**src/rtl/assert_macros.svh**
```systemverilog
// Assertion helpers shared by the RTL.
`ifndef ASSERT_MACROS_SVH
`define ASSERT_MACROS_SVH

// Property checked on every rising edge outside reset.
`define ASSERT_CLK(lbl, clk, rst_n, prop, msg) \
    lbl: assert property (@(posedge clk) disable iff (!rst_n) prop) \
    else $error(msg);

// Condition that must never be seen outside reset.
`define ASSERT_NEVER(lbl, clk, rst_n, cond, msg) \
    lbl: assert property (@(posedge clk) disable iff (!rst_n) !(cond)) \
    else $error(msg);

`endif

```
**src/rtl/edf_pkg.sv**
```systemverilog
// ---------------------------------------------------------------------------
// edf_pkg
// Shared types and constants of the EDF periodic task scheduler.
// ---------------------------------------------------------------------------
`default_nettype none

package edf_pkg;

    // stream beats
    localparam int IN_DATA_W  = 56;
    localparam int OUT_DATA_W = 40;
    localparam int TICK_OUT_W = 32;

    // action codes carried on the input tuser
    localparam logic ACT_LOAD = 1'b0;
    localparam logic ACT_TICK = 1'b1;

    // configuration port
    localparam int CFG_ADDR_W    = 3;
    localparam int CFG_DATA_W    = 32;
    localparam int NUM_TASKS_W   = 5;
    localparam int REG_NUM_TASKS = 0;

    // input tdata layout, lowest bits last in the list
    typedef struct packed {
        logic [3:0]  pad;
        logic [15:0] rel_deadline;
        logic [15:0] exec_time;
        logic [15:0] period;
        logic [3:0]  task_index;
    } t_load_beat;

    // output tdata layout
    typedef struct packed {
        logic        pad;
        logic        overflow;
        logic [31:0] tick_time;
        logic        switched;
        logic        idle;
        logic [3:0]  chosen_task;
    } t_result_beat;

    // control from the sequencer to the scan datapath
    typedef struct packed {
        logic clear;
        logic step;
    } t_scan_ctl;

endpackage

`default_nettype wire

```
**src/rtl/edf_periodic_task_scheduler_unit.sv**
```systemverilog
// ---------------------------------------------------------------------------
// edf_periodic_task_scheduler_unit
// Tick-driven earliest-deadline-first scheduler for periodic tasks.
// ---------------------------------------------------------------------------
// The task table sits in one RAM with one write and one registered read port.
// A load beat (tuser = 0) writes one entry. A tick beat
// (tuser = 1) walks the active entries one per cycle, releasing due jobs,
// writing each entry back and tracking the earliest deadline, then writes
// back the chosen task's decremented work and posts one result beat. The
// single RAM read port visits each active entry once per tick. The result
// sits in an output register, so the next beat is taken while it waits; a
// finished tick stalls only if the previous result has not been taken yet.
// No clearing pass after reset.
`default_nettype none

module edf_periodic_task_scheduler_unit #(
    parameter int NUM_TASKS  = 16,
    parameter int TIME_BITS  = 32,
    parameter int PARAM_BITS = 16
) (
    input  logic                             i_clk,
    input  logic                             i_rst_n,
    // slave stream
    input  logic                             i_s_tvalid,
    output logic                             o_s_tready,
    // task_index[3:0], period[19:4], exec_time[35:20], rel_deadline[51:36]
    input  logic [edf_pkg::IN_DATA_W-1:0]    i_s_tdata,
    // action[0]
    input  logic                             i_s_tuser,
    // master stream
    output logic                             o_m_tvalid,
    input  logic                             i_m_tready,
    // chosen_task[3:0], idle[4], switched[5], tick_time[37:6], overflow[38]
    output logic [edf_pkg::OUT_DATA_W-1:0]   o_m_tdata,
    // configuration
    input  logic                             psel,
    input  logic                             penable,
    input  logic                             pwrite,
    input  logic [edf_pkg::CFG_ADDR_W-1:0]   paddr,
    input  logic [edf_pkg::CFG_DATA_W-1:0]   pwdata,
    output logic [edf_pkg::CFG_DATA_W-1:0]   prdata,
    output logic                             pready
);
    import edf_pkg::*;
    `include "assert_macros.svh"

    localparam int IW = $clog2(NUM_TASKS);
    localparam int CW = (IW + 1 > NUM_TASKS_W) ? IW + 1 : NUM_TASKS_W;
    localparam int XW = (IW > 4) ? IW : 4;
    localparam int EW = 4 * PARAM_BITS + 2 * TIME_BITS;

    localparam logic [1:0] S_IDLE = 2'd0;
    localparam logic [1:0] S_SCAN = 2'd1;
    localparam logic [1:0] S_FIN  = 2'd2;

    t_load_beat             beat;
    t_result_beat           res;
    t_scan_ctl              ctl;

    logic [NUM_TASKS_W-1:0] num_tasks;
    logic [CW-1:0]          nt_ext, active, load_idx;
    logic                   in_acc, out_free, load_ok, fin, time_max;
    logic [IW-1:0]          load_addr;
    logic [PARAM_BITS-1:0]  ld_per, ld_exe, ld_rel;
    logic [EW-1:0]          load_word;

    logic                   ram_we, ram_re;
    logic [IW-1:0]          ram_waddr, ram_raddr;
    logic [EW-1:0]          ram_wdata, ram_rdata;

    logic [EW-1:0]          scan_wdata, scan_best_wdata;
    logic                   scan_sat, scan_found, sw;
    logic [IW-1:0]          scan_best;
    logic [XW-1:0]          best_ext;

    logic [1:0]             r_state, n_state;
    logic [IW-1:0]          r_cnt, n_cnt;
    logic [NUM_TASKS-1:0]   r_loaded;
    logic [TIME_BITS-1:0]   r_time;
    logic                   r_ovf, n_ovf;
    logic [IW-1:0]          r_prev_task;
    logic                   r_prev_idle;
    logic                   r_out_valid;
    logic [OUT_DATA_W-1:0]  r_out_data;

    edf_apb_regs u_regs (
        .i_clk       (i_clk),
        .i_rst_n     (i_rst_n),
        .psel        (psel),
        .penable     (penable),
        .pwrite      (pwrite),
        .paddr       (paddr),
        .pwdata      (pwdata),
        .prdata      (prdata),
        .pready      (pready),
        .o_num_tasks (num_tasks)
    );

    assign beat     = t_load_beat'(i_s_tdata);
    assign nt_ext   = CW'(num_tasks);
    assign active   = (nt_ext > CW'(NUM_TASKS)) ? CW'(NUM_TASKS) : nt_ext;
    assign load_idx = CW'(beat.task_index);
    assign load_ok  = (load_idx < CW'(NUM_TASKS));
    assign load_addr = load_idx[IW-1:0];

    assign ld_per    = PARAM_BITS'(beat.period);
    assign ld_exe    = PARAM_BITS'(beat.exec_time);
    assign ld_rel    = PARAM_BITS'(beat.rel_deadline);
    // fresh entry: no work, released at time 0, deadline = relative deadline
    assign load_word = {ld_rel, ld_exe, ld_per, TIME_BITS'(ld_rel),
                        {TIME_BITS{1'b0}}, {PARAM_BITS{1'b0}}};

    assign o_s_tready = (r_state == S_IDLE);
    assign in_acc     = i_s_tvalid && o_s_tready;
    assign out_free   = !r_out_valid || i_m_tready;

    edf_ram #(
        .WIDTH (EW),
        .DEPTH (NUM_TASKS)
    ) u_ram (
        .i_clk   (i_clk),
        .i_we    (ram_we),
        .i_waddr (ram_waddr),
        .i_wdata (ram_wdata),
        .i_re    (ram_re),
        .i_raddr (ram_raddr),
        .o_rdata (ram_rdata)
    );

    edf_scan #(
        .IW         (IW),
        .TIME_BITS  (TIME_BITS),
        .PARAM_BITS (PARAM_BITS)
    ) u_scan (
        .i_clk        (i_clk),
        .i_rst_n      (i_rst_n),
        .i_ctl        (ctl),
        .i_idx        (r_cnt),
        .i_loaded     (r_loaded[r_cnt]),
        .i_rdata      (ram_rdata),
        .i_time       (r_time),
        .o_wdata      (scan_wdata),
        .o_sat        (scan_sat),
        .o_found      (scan_found),
        .o_best_idx   (scan_best),
        .o_best_wdata (scan_best_wdata)
    );

    // sequencer: read entry k while entry k-1 is written back
    always_comb begin
        ram_we    = 1'b0;
        ram_waddr = r_cnt;
        ram_wdata = scan_wdata;
        ram_re    = 1'b0;
        ram_raddr = '0;
        ctl       = '0;
        fin       = 1'b0;
        n_state   = r_state;
        n_cnt     = r_cnt;
        unique case (r_state)
            S_IDLE: begin
                if (in_acc) begin
                    if (i_s_tuser == ACT_LOAD) begin
                        ram_we    = load_ok;
                        ram_waddr = load_addr;
                        ram_wdata = load_word;
                    end else begin
                        ctl.clear = 1'b1;
                        ram_re    = 1'b1;
                        n_cnt     = '0;
                        n_state   = (active == '0) ? S_FIN : S_SCAN;
                    end
                end
            end
            S_SCAN: begin
                ctl.step = 1'b1;
                ram_we   = 1'b1;
                if (CW'(r_cnt) + CW'(1) < active) begin
                    ram_re    = 1'b1;
                    ram_raddr = r_cnt + IW'(1);
                    n_cnt     = r_cnt + IW'(1);
                end else begin
                    n_state = S_FIN;
                end
            end
            S_FIN: begin
                if (out_free) begin
                    fin       = 1'b1;
                    n_state   = S_IDLE;
                    ram_we    = scan_found;
                    ram_waddr = scan_best;
                    ram_wdata = scan_best_wdata;
                end
            end
            default: n_state = S_IDLE;
        endcase
    end

    assign time_max = (r_time == '1);
    assign n_ovf    = r_ovf || (ctl.step && scan_sat) || (fin && time_max);
    assign best_ext = XW'(scan_best);
    assign sw       = scan_found ? (r_prev_idle || (scan_best != r_prev_task))
                                 : !r_prev_idle;

    always_comb begin
        res             = '0;
        res.chosen_task = scan_found ? best_ext[3:0] : 4'd0;
        res.idle        = !scan_found;
        res.switched    = sw;
        res.tick_time   = TICK_OUT_W'(r_time);
        res.overflow    = n_ovf;
    end

    always_ff @(posedge i_clk) begin
        if (!i_rst_n) begin
            r_state     <= S_IDLE;
            r_cnt       <= '0;
            r_loaded    <= '0;
            r_time      <= '0;
            r_ovf       <= 1'b0;
            r_prev_task <= '0;
            r_prev_idle <= 1'b1;
            r_out_valid <= 1'b0;
        end else begin
            r_state <= n_state;
            r_cnt   <= n_cnt;
            r_ovf   <= n_ovf;
            if (in_acc && (i_s_tuser == ACT_LOAD) && load_ok) begin
                r_loaded[load_addr] <= 1'b1;
            end
            if (fin) begin
                r_time      <= time_max ? r_time : r_time + TIME_BITS'(1);
                r_prev_idle <= !scan_found;
                r_prev_task <= scan_found ? scan_best : '0;
                r_out_valid <= 1'b1;
            end else if (i_m_tready) begin
                r_out_valid <= 1'b0;
            end
        end
    end

    always_ff @(posedge i_clk) begin
        if (fin) begin
            r_out_data <= res;
        end
    end

    assign o_m_tvalid = r_out_valid;
    assign o_m_tdata  = r_out_data;

    `ASSERT_CLK(a_fin_writeback, i_clk, i_rst_n, (r_state == S_FIN && out_free && scan_found) |-> (ram_we && ram_waddr == scan_best), "chosen task work not written back")
    `ASSERT_CLK(a_tick_starts, i_clk, i_rst_n, (in_acc && i_s_tuser == ACT_TICK) |=> (r_state != S_IDLE), "tick beat did not start a scan")
    `ASSERT_CLK(a_result_from_fin, i_clk, i_rst_n, $rose(r_out_valid) |-> ($past(r_state) == S_FIN), "result posted outside finish step")
    `ASSERT_NEVER(a_cnt_range, i_clk, i_rst_n, (r_state == S_SCAN) && (CW'(r_cnt) >= active), "scan index beyond active entries")

endmodule

`default_nettype wire

```
**src/rtl/edf_ram.sv**
```systemverilog
// ---------------------------------------------------------------------------
// edf_ram
// Generic single-write, single-read RAM with registered read data.
// ---------------------------------------------------------------------------
`default_nettype none

module edf_ram #(
    parameter int WIDTH = 8,
    parameter int DEPTH = 16,
    localparam int AW = (DEPTH > 1) ? $clog2(DEPTH) : 1
) (
    input  logic             i_clk,
    input  logic             i_we,
    input  logic [AW-1:0]    i_waddr,
    input  logic [WIDTH-1:0] i_wdata,
    input  logic             i_re,
    input  logic [AW-1:0]    i_raddr,
    output logic [WIDTH-1:0] o_rdata
);

    logic [WIDTH-1:0] r_mem [DEPTH];
    logic [WIDTH-1:0] r_rdata;

    always_ff @(posedge i_clk) begin
        if (i_we) begin
            r_mem[i_waddr] <= i_wdata;
        end
        if (i_re) begin
            r_rdata <= r_mem[i_raddr];
        end
    end

    assign o_rdata = r_rdata;

endmodule

`default_nettype wire

```
**src/rtl/edf_apb_regs.sv**
```systemverilog
// ---------------------------------------------------------------------------
// edf_apb_regs
// APB register file: holds the number of scheduled task entries.
// ---------------------------------------------------------------------------
`default_nettype none

module edf_apb_regs (
    input  logic                              i_clk,
    input  logic                              i_rst_n,
    input  logic                              psel,
    input  logic                              penable,
    input  logic                              pwrite,
    input  logic [edf_pkg::CFG_ADDR_W-1:0]    paddr,
    input  logic [edf_pkg::CFG_DATA_W-1:0]    pwdata,
    output logic [edf_pkg::CFG_DATA_W-1:0]    prdata,
    output logic                              pready,
    output logic [edf_pkg::NUM_TASKS_W-1:0]   o_num_tasks
);
    import edf_pkg::*;

    localparam int RIW = CFG_ADDR_W - 2;

    logic                   hit;
    logic [NUM_TASKS_W-1:0] r_num_tasks;

    assign hit = (paddr[CFG_ADDR_W-1:2] == RIW'(REG_NUM_TASKS));

    always_ff @(posedge i_clk) begin
        if (!i_rst_n) begin
            r_num_tasks <= NUM_TASKS_W'(1);
        end else if (psel && penable && pwrite && hit) begin
            r_num_tasks <= pwdata[NUM_TASKS_W-1:0];
        end
    end

    assign pready      = 1'b1;
    assign prdata      = hit ? CFG_DATA_W'(r_num_tasks) : '0;
    assign o_num_tasks = r_num_tasks;

endmodule

`default_nettype wire

```
**src/rtl/edf_scan.sv**
```systemverilog
// ---------------------------------------------------------------------------
// edf_scan
// Per-entry release update and running earliest-deadline selection.
// ---------------------------------------------------------------------------
`default_nettype none

module edf_scan #(
    parameter int IW         = 4,
    parameter int TIME_BITS  = 32,
    parameter int PARAM_BITS = 16,
    localparam int EW = 4 * PARAM_BITS + 2 * TIME_BITS
) (
    input  logic                  i_clk,
    input  logic                  i_rst_n,
    input  edf_pkg::t_scan_ctl    i_ctl,
    input  logic [IW-1:0]         i_idx,
    input  logic                  i_loaded,
    input  logic [EW-1:0]         i_rdata,
    input  logic [TIME_BITS-1:0]  i_time,
    output logic [EW-1:0]         o_wdata,
    output logic                  o_sat,
    output logic                  o_found,
    output logic [IW-1:0]         o_best_idx,
    output logic [EW-1:0]         o_best_wdata
);
    import edf_pkg::*;

    localparam int P  = PARAM_BITS;
    localparam int T  = TIME_BITS;
    localparam int SW = ((T > P) ? T : P) + 1;

    // entry fields, remaining work in the lowest bits
    logic [P-1:0]  e_rem, e_per, e_exe, e_rel, rem_in, rem_u;
    logic [T-1:0]  e_nrel, e_adl, nrel_sat, adl_sat, nrel_u, adl_u;
    logic [SW-1:0] sum_rel, sum_dl;
    logic          sat_rel, sat_dl, due, better;

    logic          r_found;
    logic [IW-1:0] r_best_idx;
    logic [EW-1:0] r_best_entry;
    logic [T-1:0]  r_best_adl;

    assign e_rem  = i_rdata[P-1:0];
    assign e_nrel = i_rdata[P +: T];
    assign e_adl  = i_rdata[P+T +: T];
    assign e_per  = i_rdata[P+2*T +: P];
    assign e_exe  = i_rdata[2*P+2*T +: P];
    assign e_rel  = i_rdata[3*P+2*T +: P];

    // never-loaded entries read as no remaining work
    assign rem_in = i_loaded ? e_rem : '0;
    assign due    = (e_nrel == i_time);

    assign sum_rel  = SW'(e_nrel) + SW'(e_per);
    assign sum_dl   = SW'(i_time) + SW'(e_rel);
    assign sat_rel  = |sum_rel[SW-1:T];
    assign sat_dl   = |sum_dl[SW-1:T];
    assign nrel_sat = sat_rel ? '1 : sum_rel[T-1:0];
    assign adl_sat  = sat_dl ? '1 : sum_dl[T-1:0];

    assign rem_u  = due ? e_exe : rem_in;
    assign nrel_u = due ? nrel_sat : e_nrel;
    assign adl_u  = due ? adl_sat : e_adl;
    assign o_sat  = due && (sat_rel || sat_dl);

    assign o_wdata = {e_rel, e_exe, e_per, adl_u, nrel_u, rem_u};

    // strict compare in ascending order keeps the lowest index on ties
    assign better = (rem_u != '0) && (!r_found || (adl_u < r_best_adl));

    always_ff @(posedge i_clk) begin
        if (!i_rst_n) begin
            r_found <= 1'b0;
        end else if (i_ctl.clear) begin
            r_found <= 1'b0;
        end else if (i_ctl.step && better) begin
            r_found <= 1'b1;
        end
    end

    always_ff @(posedge i_clk) begin
        if (i_ctl.step && better) begin
            r_best_idx   <= i_idx;
            r_best_entry <= o_wdata;
            r_best_adl   <= adl_u;
        end
    end

    assign o_found      = r_found;
    assign o_best_idx   = r_best_idx;
    assign o_best_wdata = {r_best_entry[EW-1:P], r_best_entry[P-1:0] - P'(1)};

endmodule

`default_nettype wire
```
**config.mk**
```make
export PLATFORM = sky130hd
export DESIGN_NAME = edf_periodic_task_scheduler_unit
export DESIGN_NICKNAME = d
export VERILOG_FILES = /design/src/rtl/edf_pkg.sv /design/src/rtl/edf_periodic_task_scheduler_unit.sv /design/src/rtl/edf_ram.sv /design/src/rtl/edf_apb_regs.sv /design/src/rtl/edf_scan.sv
export VERILOG_INCLUDE_DIRS = /design/src /design/src/rtl
export SDC_FILE = /design/constraint.sdc
export NUM_CORES = 2
export LEC_CHECK = 0
export BUFFER_PORTS_ARGS = -buffer_cell sky130_fd_sc_hd__buf_2
export CAP_MARGIN = 10
export CORE_AREA = 2 2 437 439
export DETAILED_ROUTE_END_ITERATION = 6
export DIE_AREA = 0 0 439 441
export PLACE_DENSITY = 0.7
export REMOVE_ABC_BUFFERS = 1
export SYNTH_ARGS = -nofsm -noshare
export SYNTH_HDL_FRONTEND = slang
export SYNTH_SLANG_ARGS = --single-unit
```
**constraint.sdc**
```tcl
create_clock -name i_clk -period 14.8 [get_ports i_clk]
set_input_delay 0.74 -clock i_clk [delete_from_list [all_inputs] [get_ports i_clk]]
set_output_delay 0.74 -clock i_clk [all_outputs]
set_load 0.02 [all_outputs]
```
# == Yosys cells after proc, flatten, opt, wreduce, memory -nomap -nowiden ==
# Memory sizes are Yosys's and may differ from the RTL's. A register that Yosys moved wholly into a read port is not among the register bits.
# Index checks and enable logic that the tools add are counted.
# W data, S select, Z words.
# totals
register_bits,270
latchBits,0
mem_bits_rw,2048
mem_bits_ro,0
out_inout_bits,75
word_cells,123
memories,1
# memory_table
name,depth,width,read_ports,rd_ports_with_merged_regs,wr,line_no,source
u_ram.r_mem,16,128,1,1,1,edf_ram.sv:21,logic [WIDTH-1:0] r_mem [DEPTH];
# op_classes
n_addsub,6
n_mul,0
n_div,0
order_cmp,7
n_eq_ne,10
shift,0
mux,50
n_bitwise,5
n_reduce_logical,30
# ops
operator,n
$mux W128,3
$pmux W128 S2,1
$mux W32,4
$add A32 B16 Y33,2
$mux W4,9
$add A32 B1 Y32 const B,1
$eq A32 B32 Y1,1
$eq A32 B32 Y1 const B,1
$lt A32 B32 Y1,1
$mux W16,2
$mux W1,17
$or A16 B16 Y16,1
$pmux W4 S2,2
$reduce_bool A16 Y1,1
$sub A16 B1 Y16 const B,1
$lt A4 B5 Y1 const B,3
$logic_and A1 B1 Y1,12
$mux W2,5
$mux W5,2
$reduce_and A4 Y1,2
$logic_or A1 B1 Y1,6
$ne A2 B2 Y1 const B,3
$pmux W2 S3,1
$add A4 B1 Y5 const B,1
19 further kinds,26

# == Longest topological paths before layout ==
# logic_depth
ltp_word,7
mapped_depth,18

# == Hierarchy ==
# Synthesis repeated with hierarchy kept, for this count alone.
# hier_totals
hier_cells,5211
hier_area_um2,97177.0
# by_module_without_submodules
mod,n_inst,cells_each,area_each_um2,seq_area_each_um2
edf_ram,1,3365,80612.3,65342.7
edf_scan,1,979,9857.0,3983.8
edf_periodic_task_scheduler_unit,1,809,6228.5,2392.3
edf_apb_regs,1,58,479.2,100.1

# == Worst setup path after synthesis ==
# Ideal clock, no wire load.
# synth_path
path_type,register to register
start,register u_ram.r_rdata[112] (netlist: u_ram.o_rdata[112]) (read register of u_ram.r_mem)
end,"register u_scan.r_best_idx[0] (netlist: u_scan.o_best_idx[0]), enable pin"
setup_ns,0.823
arrival_time_ns,13.504
t_required_ns,13.977
path_slack_ns,0.474
path_stages_with_launch,18
n_path_buf,1
synth_period_minus_slack_ns,14.326
path_cell_list,edfxtp_1 ha_1 fa_1 a211oi_1 o21a_1 o221ai_1 a21bo_2 buf_2 a21oi_2 a21oi_1 ha_1 a21oi_1 nor2b_1 o21ai_0 nand2_1 a221o_1 or2_2 o32ai_1
# synth_between
elab_chain_cells,7
# synth_lines
element,line_no,source
start: declaration,edf_ram.sv:22,logic [WIDTH-1:0] r_rdata;
$add A32 B16 Y33,edf_scan.sv:55,assign sum_dl = SW'(i_time) + SW'(e_rel);
$mux W32,edf_scan.sv:59,assign adl_sat = sat_dl ? '1 : sum_dl[T-1:0];
$mux W32,edf_scan.sv:63,assign adl_u = due ? adl_sat : e_adl;
named net scan_wdata[73],edf_periodic_task_scheduler_unit.sv:71,"logic [EW-1:0] scan_wdata, scan_best_wdata;"
$lt A32 B32 Y1,edf_scan.sv:69,assign better = (rem_u != '0) && (!r_found || (adl_u < r_best_adl));
$logic_or A1 B1 Y1,edf_scan.sv:69,
$logic_and A1 B1 Y1,edf_scan.sv:69,
$logic_and A1 B1 Y1,edf_scan.sv:82,if (i_ctl.step && better) begin
end signal: assignment,edf_scan.sv:83,r_best_idx <= i_idx;
end: declaration,edf_scan.sv:39,logic [IW-1:0] r_best_idx;
# The timed path passes the listed nets, and every way through them passes these cells.
# A chain may end at the register's enable or synchronous reset.

# == Worst setup path after layout ==
# layout_path
start,register r_cnt[0]
end,register u_ram.r_rdata[104] (netlist: u_ram.o_rdata[104]) (read register of u_ram.r_mem) (data pin)
# layout_between
elab_chain_cells,4
elab_cells_between_ends,7
# layout_lines
element,line_no,source
start: declaration,edf_periodic_task_scheduler_unit.sv:77,"logic [IW-1:0] r_cnt, n_cnt;"
start signal: assignment,edf_periodic_task_scheduler_unit.sv:226,r_cnt <= n_cnt;
$add A4 B1 Y5,edf_periodic_task_scheduler_unit.sv:178,if (CW'(r_cnt) + CW'(1) < active) begin
$lt A5 B5 Y1,edf_periodic_task_scheduler_unit.sv:178,
$mux W1 or $mux W4 (tied branches),edf_periodic_task_scheduler_unit.sv:178,
$pmux W1 S2 or $mux W4 (tied branches),edf_periodic_task_scheduler_unit.sv:160,unique case (r_state)
# Parallel ways exist; a longest one is shown, timed or not.

==> metrics.cfg <==
[status]
status=finished clean

[placed_design]
io_buffers=111
post-dp-hpwl_mm=137
detailedPlace.worstSlack_ns=7.53
gp_congestion=0.901

[setup_path]
critPathLaunchType=flop
crit_required_ns=15.41
critical_path_peak_fanout=71
r2r_end=u_ram.o_rdata[104]
endpoint=u_ram.o_rdata[104]
r2r_start=r_cnt[0]
setup.worst_path.end_class=flop
reg2reg_depth=15
r2r_slack_ns=7.37
worstPathArrival_ns=8.04
critPathLaunch=r_cnt[0]
criticalPathCategory=flop to flop

[synthesis]
synthesis.area_per_instance_um2=14.8
synth_seq_area_share=0.734
postSynthRegisterBits=2414
synth-async-reset-ratio=0
syn-cell-area_um2=97900
synthCells=6594
ys_warn_count=0
ys_types=90
synth-main-ff-cell=sky130_fd_sc_hd__edfxtp_1
synth_enable_flop_cells=2347

[sta]
report.final.slew_viol_count=0
period_needed_ns=7.43
report.final.hold_viol_count=0
share_of_the_clock_period_used_by_the_worst_path=0.502
timing.hold.ws_ns=0.0915
achievable-frequency_mhz=135
slew_at_the_pin_with_the_worst_max_slew_slack_ns=1.27
max-slew-margin-rel=0.148
rsz0062_at_grt=false
final_ws_setup_ns=7.37
final.setup.tns_ns=0
final_skew_ns=0.0438
setup_viol=0

[route]
drt_iter0_markers=9307
dr_total_vias=61000
remaining_drc_errors=0
drt_pre_antenna_iters=7
detail_route.wirelength_mm=277
avgRoutedWirePerCell_um=29.7
viasPerCell=6.53
drt.antenna.violating_nets=0

[clocking]
clkSinkCount=2414
tritoncts=built
clk_path_buf_depth=3
post_cts_clock_slew_at_the_launch_and_capture_registers_of_the_worst_setup_and_hold_paths_ns=0.07
cts_made_buffers=223
postCtsResizedCells=0
clock_root_buffer_master=sky130_fd_sc_hd__clkbuf_16
postCtsSetupBuffers=0
cts.hold.buffers_added=0
cts.htree.levels=4
clock_latency_ns=0.87

[global_routing]
grt_antenna_before_repair=5
via_count_of_the_first_global_routing_pass=58100
grt_first_pass_wirelength_mm=397
grt_overflow_total=0
grt_start_max_net_pins=132
total_routing_resource_utilization_after_global_routing=0.282

[floorplanning]
start_util=0.517
pin_count=174
floorplan.core_area_um2=189000
dieWidth_um=439
placementRows=160
floorplan.die.height_um=441
dieArea_um2=194000

[hold_path]
hp-class=input pin to flop

[power]
power_per_cell_area_nw_per_um2=128
totalPowerFinal_mw=13.9
vdd.ir_drop.worst_mv=0.144
cell_leakage_power_nw=35.8

[layout]
area_growth_pct=10.7
layout.core_utilization=0.573
num-nets-final=6808
post_route_cells_drive_above_1_share=0.104

[run]
drv.max_cap_violation_count=0

[sequential cells by signal (all words and copies together), names as in the netlist, 4 cells and up]
signal               flops
u_scan.o_best_idx        4
r_time                  32
r_prev_task              4
o_m_tdata               39
u_scan.r_best_entry     97
u_regs.o_num_tasks       5
u_ram.o_rdata          128
r_loaded                16
r_cnt                    4
u_ram.r_mem           2048
u_scan.r_best_adl       31
[cells in the final DEF, fill, tap and decap left out, types with 55 or more instances in the layout]
cell type and instances:
sky130_fd_sc_hd__o221ai_1 121, sky130_fd_sc_hd__nor2_1 146, sky130_fd_sc_hd__nor2b_1 68, sky130_fd_sc_hd__o22ai_1 73, sky130_fd_sc_hd__nand3_1 300, sky130_fd_sc_hd__ha_1 70
sky130_fd_sc_hd__buf_2 111, sky130_fd_sc_hd__dfxtp_1 66, sky130_fd_sc_hd__mux2i_1 338, sky130_fd_sc_hd__mux4_2 67, sky130_fd_sc_hd__clkbuf_16 229, sky130_fd_sc_hd__a22oi_1 74
sky130_fd_sc_hd__nand2_1 999, sky130_fd_sc_hd__a31oi_1 91, sky130_fd_sc_hd__xor2_1 66, sky130_fd_sc_hd__clkinv_1 55, sky130_fd_sc_hd__o21ai_0 206, sky130_fd_sc_hd__a22o_1 64
sky130_fd_sc_hd__buf_4 116, sky130_fd_sc_hd__edfxtp_1 2347, sky130_fd_sc_hd__a21oi_1 235
[cell families (layout without fill, tap and decap cells)]
family | Yosys count | after routing | synth area share
mux | 432 | 432 | 0.0531
xor+xnor | 104 | 104 | 0.00930
other cells | 2 | 32 | 0.0000767
simple gates | 1764 | 1764 | 0.0793
flops | 2414 | 2414 | 0.734
compound gates | 1294 | 1294 | 0.0932
fa+ha+maj | 72 | 72 | 0.00936
buf+inv | 512 | 717 | 0.0220
[report_power, final]
group          internal [mW]  leakage, nW  switching, mW  total (mW)
registers               7.69         22.0         0.0567        7.74
logic                  0.149         10.4          0.421       0.569
clock network           3.07         3.42           2.50        5.57
total                   10.9         35.8           2.98        13.9
[stage by stage]
stage	cell area [um2]	std cells
3_3_place_gp	101000	8923
4_1_cts	108000	9337
6_report	108000	9340
5_1_grt	108000	9337
3_5_place_dp	101000	8923
2_1_floorplan	96000	6164
[worst max-delay path, cell delays in order, from the launching register on]
cell and delay (ns):
sky130_fd_sc_hd__dfxtp_4 0.71, sky130_fd_sc_hd__nand3_1 0.28, sky130_fd_sc_hd__xor2_4 0.18, sky130_fd_sc_hd__buf_4 0.63, sky130_fd_sc_hd__clkinv_2 0.73, sky130_fd_sc_hd__ha_1 0.53
sky130_fd_sc_hd__o21ai_0 0.10, sky130_fd_sc_hd__and2_1 0.28, sky130_fd_sc_hd__o21ai_4 0.17, sky130_fd_sc_hd__buf_4 0.75, sky130_fd_sc_hd__buf_4 0.74, sky130_fd_sc_hd__buf_4 0.94
sky130_fd_sc_hd__mux2_2 0.42, sky130_fd_sc_hd__o221ai_1 0.21, sky130_fd_sc_hd__a31oi_1 0.09, sky130_fd_sc_hd__a41o_1 0.25
[worst min-delay path by stage]
stage	to	start	slack (ns)	depth (start not counted)
CTS	u_regs.o_num_tasks[0]	pwdata[0]	0.06	3
global route	u_regs.o_num_tasks[0]	pwdata[0]	0.08	3
floorplan	r_loaded[10]	r_loaded[10]	0.44	1
global placement	r_loaded[14]	r_loaded[14]	0.44	1
detailed placement	r_loaded[10]	r_loaded[10]	0.45	1
finish	u_regs.o_num_tasks[0]	pwdata[0]	0.09	3
[cells in the mapped netlist, types with 52 or more instances]
cell / number / share of area
sky130_fd_sc_hd__edfxtp_1: 2347 / 0.72
sky130_fd_sc_hd__nand2_1: 1002 / 0.038
sky130_fd_sc_hd__mux2i_1: 338 / 0.035
sky130_fd_sc_hd__nand3_1: 300 / 0.015
sky130_fd_sc_hd__clkbuf_1: 279 / 0.011
sky130_fd_sc_hd__a21oi_1: 238 / 0.012
sky130_fd_sc_hd__o21ai_0: 209 / 0.011
sky130_fd_sc_hd__nor2_1: 168 / 0.0064
sky130_fd_sc_hd__o221ai_1: 121 / 0.011
sky130_fd_sc_hd__buf_2: 99 / 0.0051
sky130_fd_sc_hd__a31oi_1: 91 / 0.0058
sky130_fd_sc_hd__a22oi_1: 74 / 0.0057
sky130_fd_sc_hd__o22ai_1: 73 / 0.0047
sky130_fd_sc_hd__ha_1: 70 / 0.0089
sky130_fd_sc_hd__nor2b_1: 68 / 0.0043
sky130_fd_sc_hd__dfxtp_1: 67 / 0.014
sky130_fd_sc_hd__mux4_2: 67 / 0.015
sky130_fd_sc_hd__xor2_1: 67 / 0.0060
sky130_fd_sc_hd__a22o_1: 64 / 0.0057
sky130_fd_sc_hd__inv_1: 52 / 0.0020
[final cells by class]
class / count / area [um2]
Timing Repair Buffer: 248 / 1850
Sequential cell: 2414 / 71800
Clock buffer: 285 / 5970
Tap cell: 2511 / 3140
Inverter: 55 / 230
Fill cell: 14400 / 80800
Multi-Input combinational cell: 3695 / 24400
Antenna cell: 3 / 7.51
Clock inverter: 129 / 1030
[layer usage]
layer,routed length (um),share of wire,global-route usage,vias to the layer above
li1,-,-,-,25700
met1,108000,0.39,0.400,30700
met2,128000,0.46,0.442,3995
met3,31300,0.11,0.0479,590
met4,10300,0.037,0.102,0
met5,0,0,0,-
(Power assumes the default switching activity.)
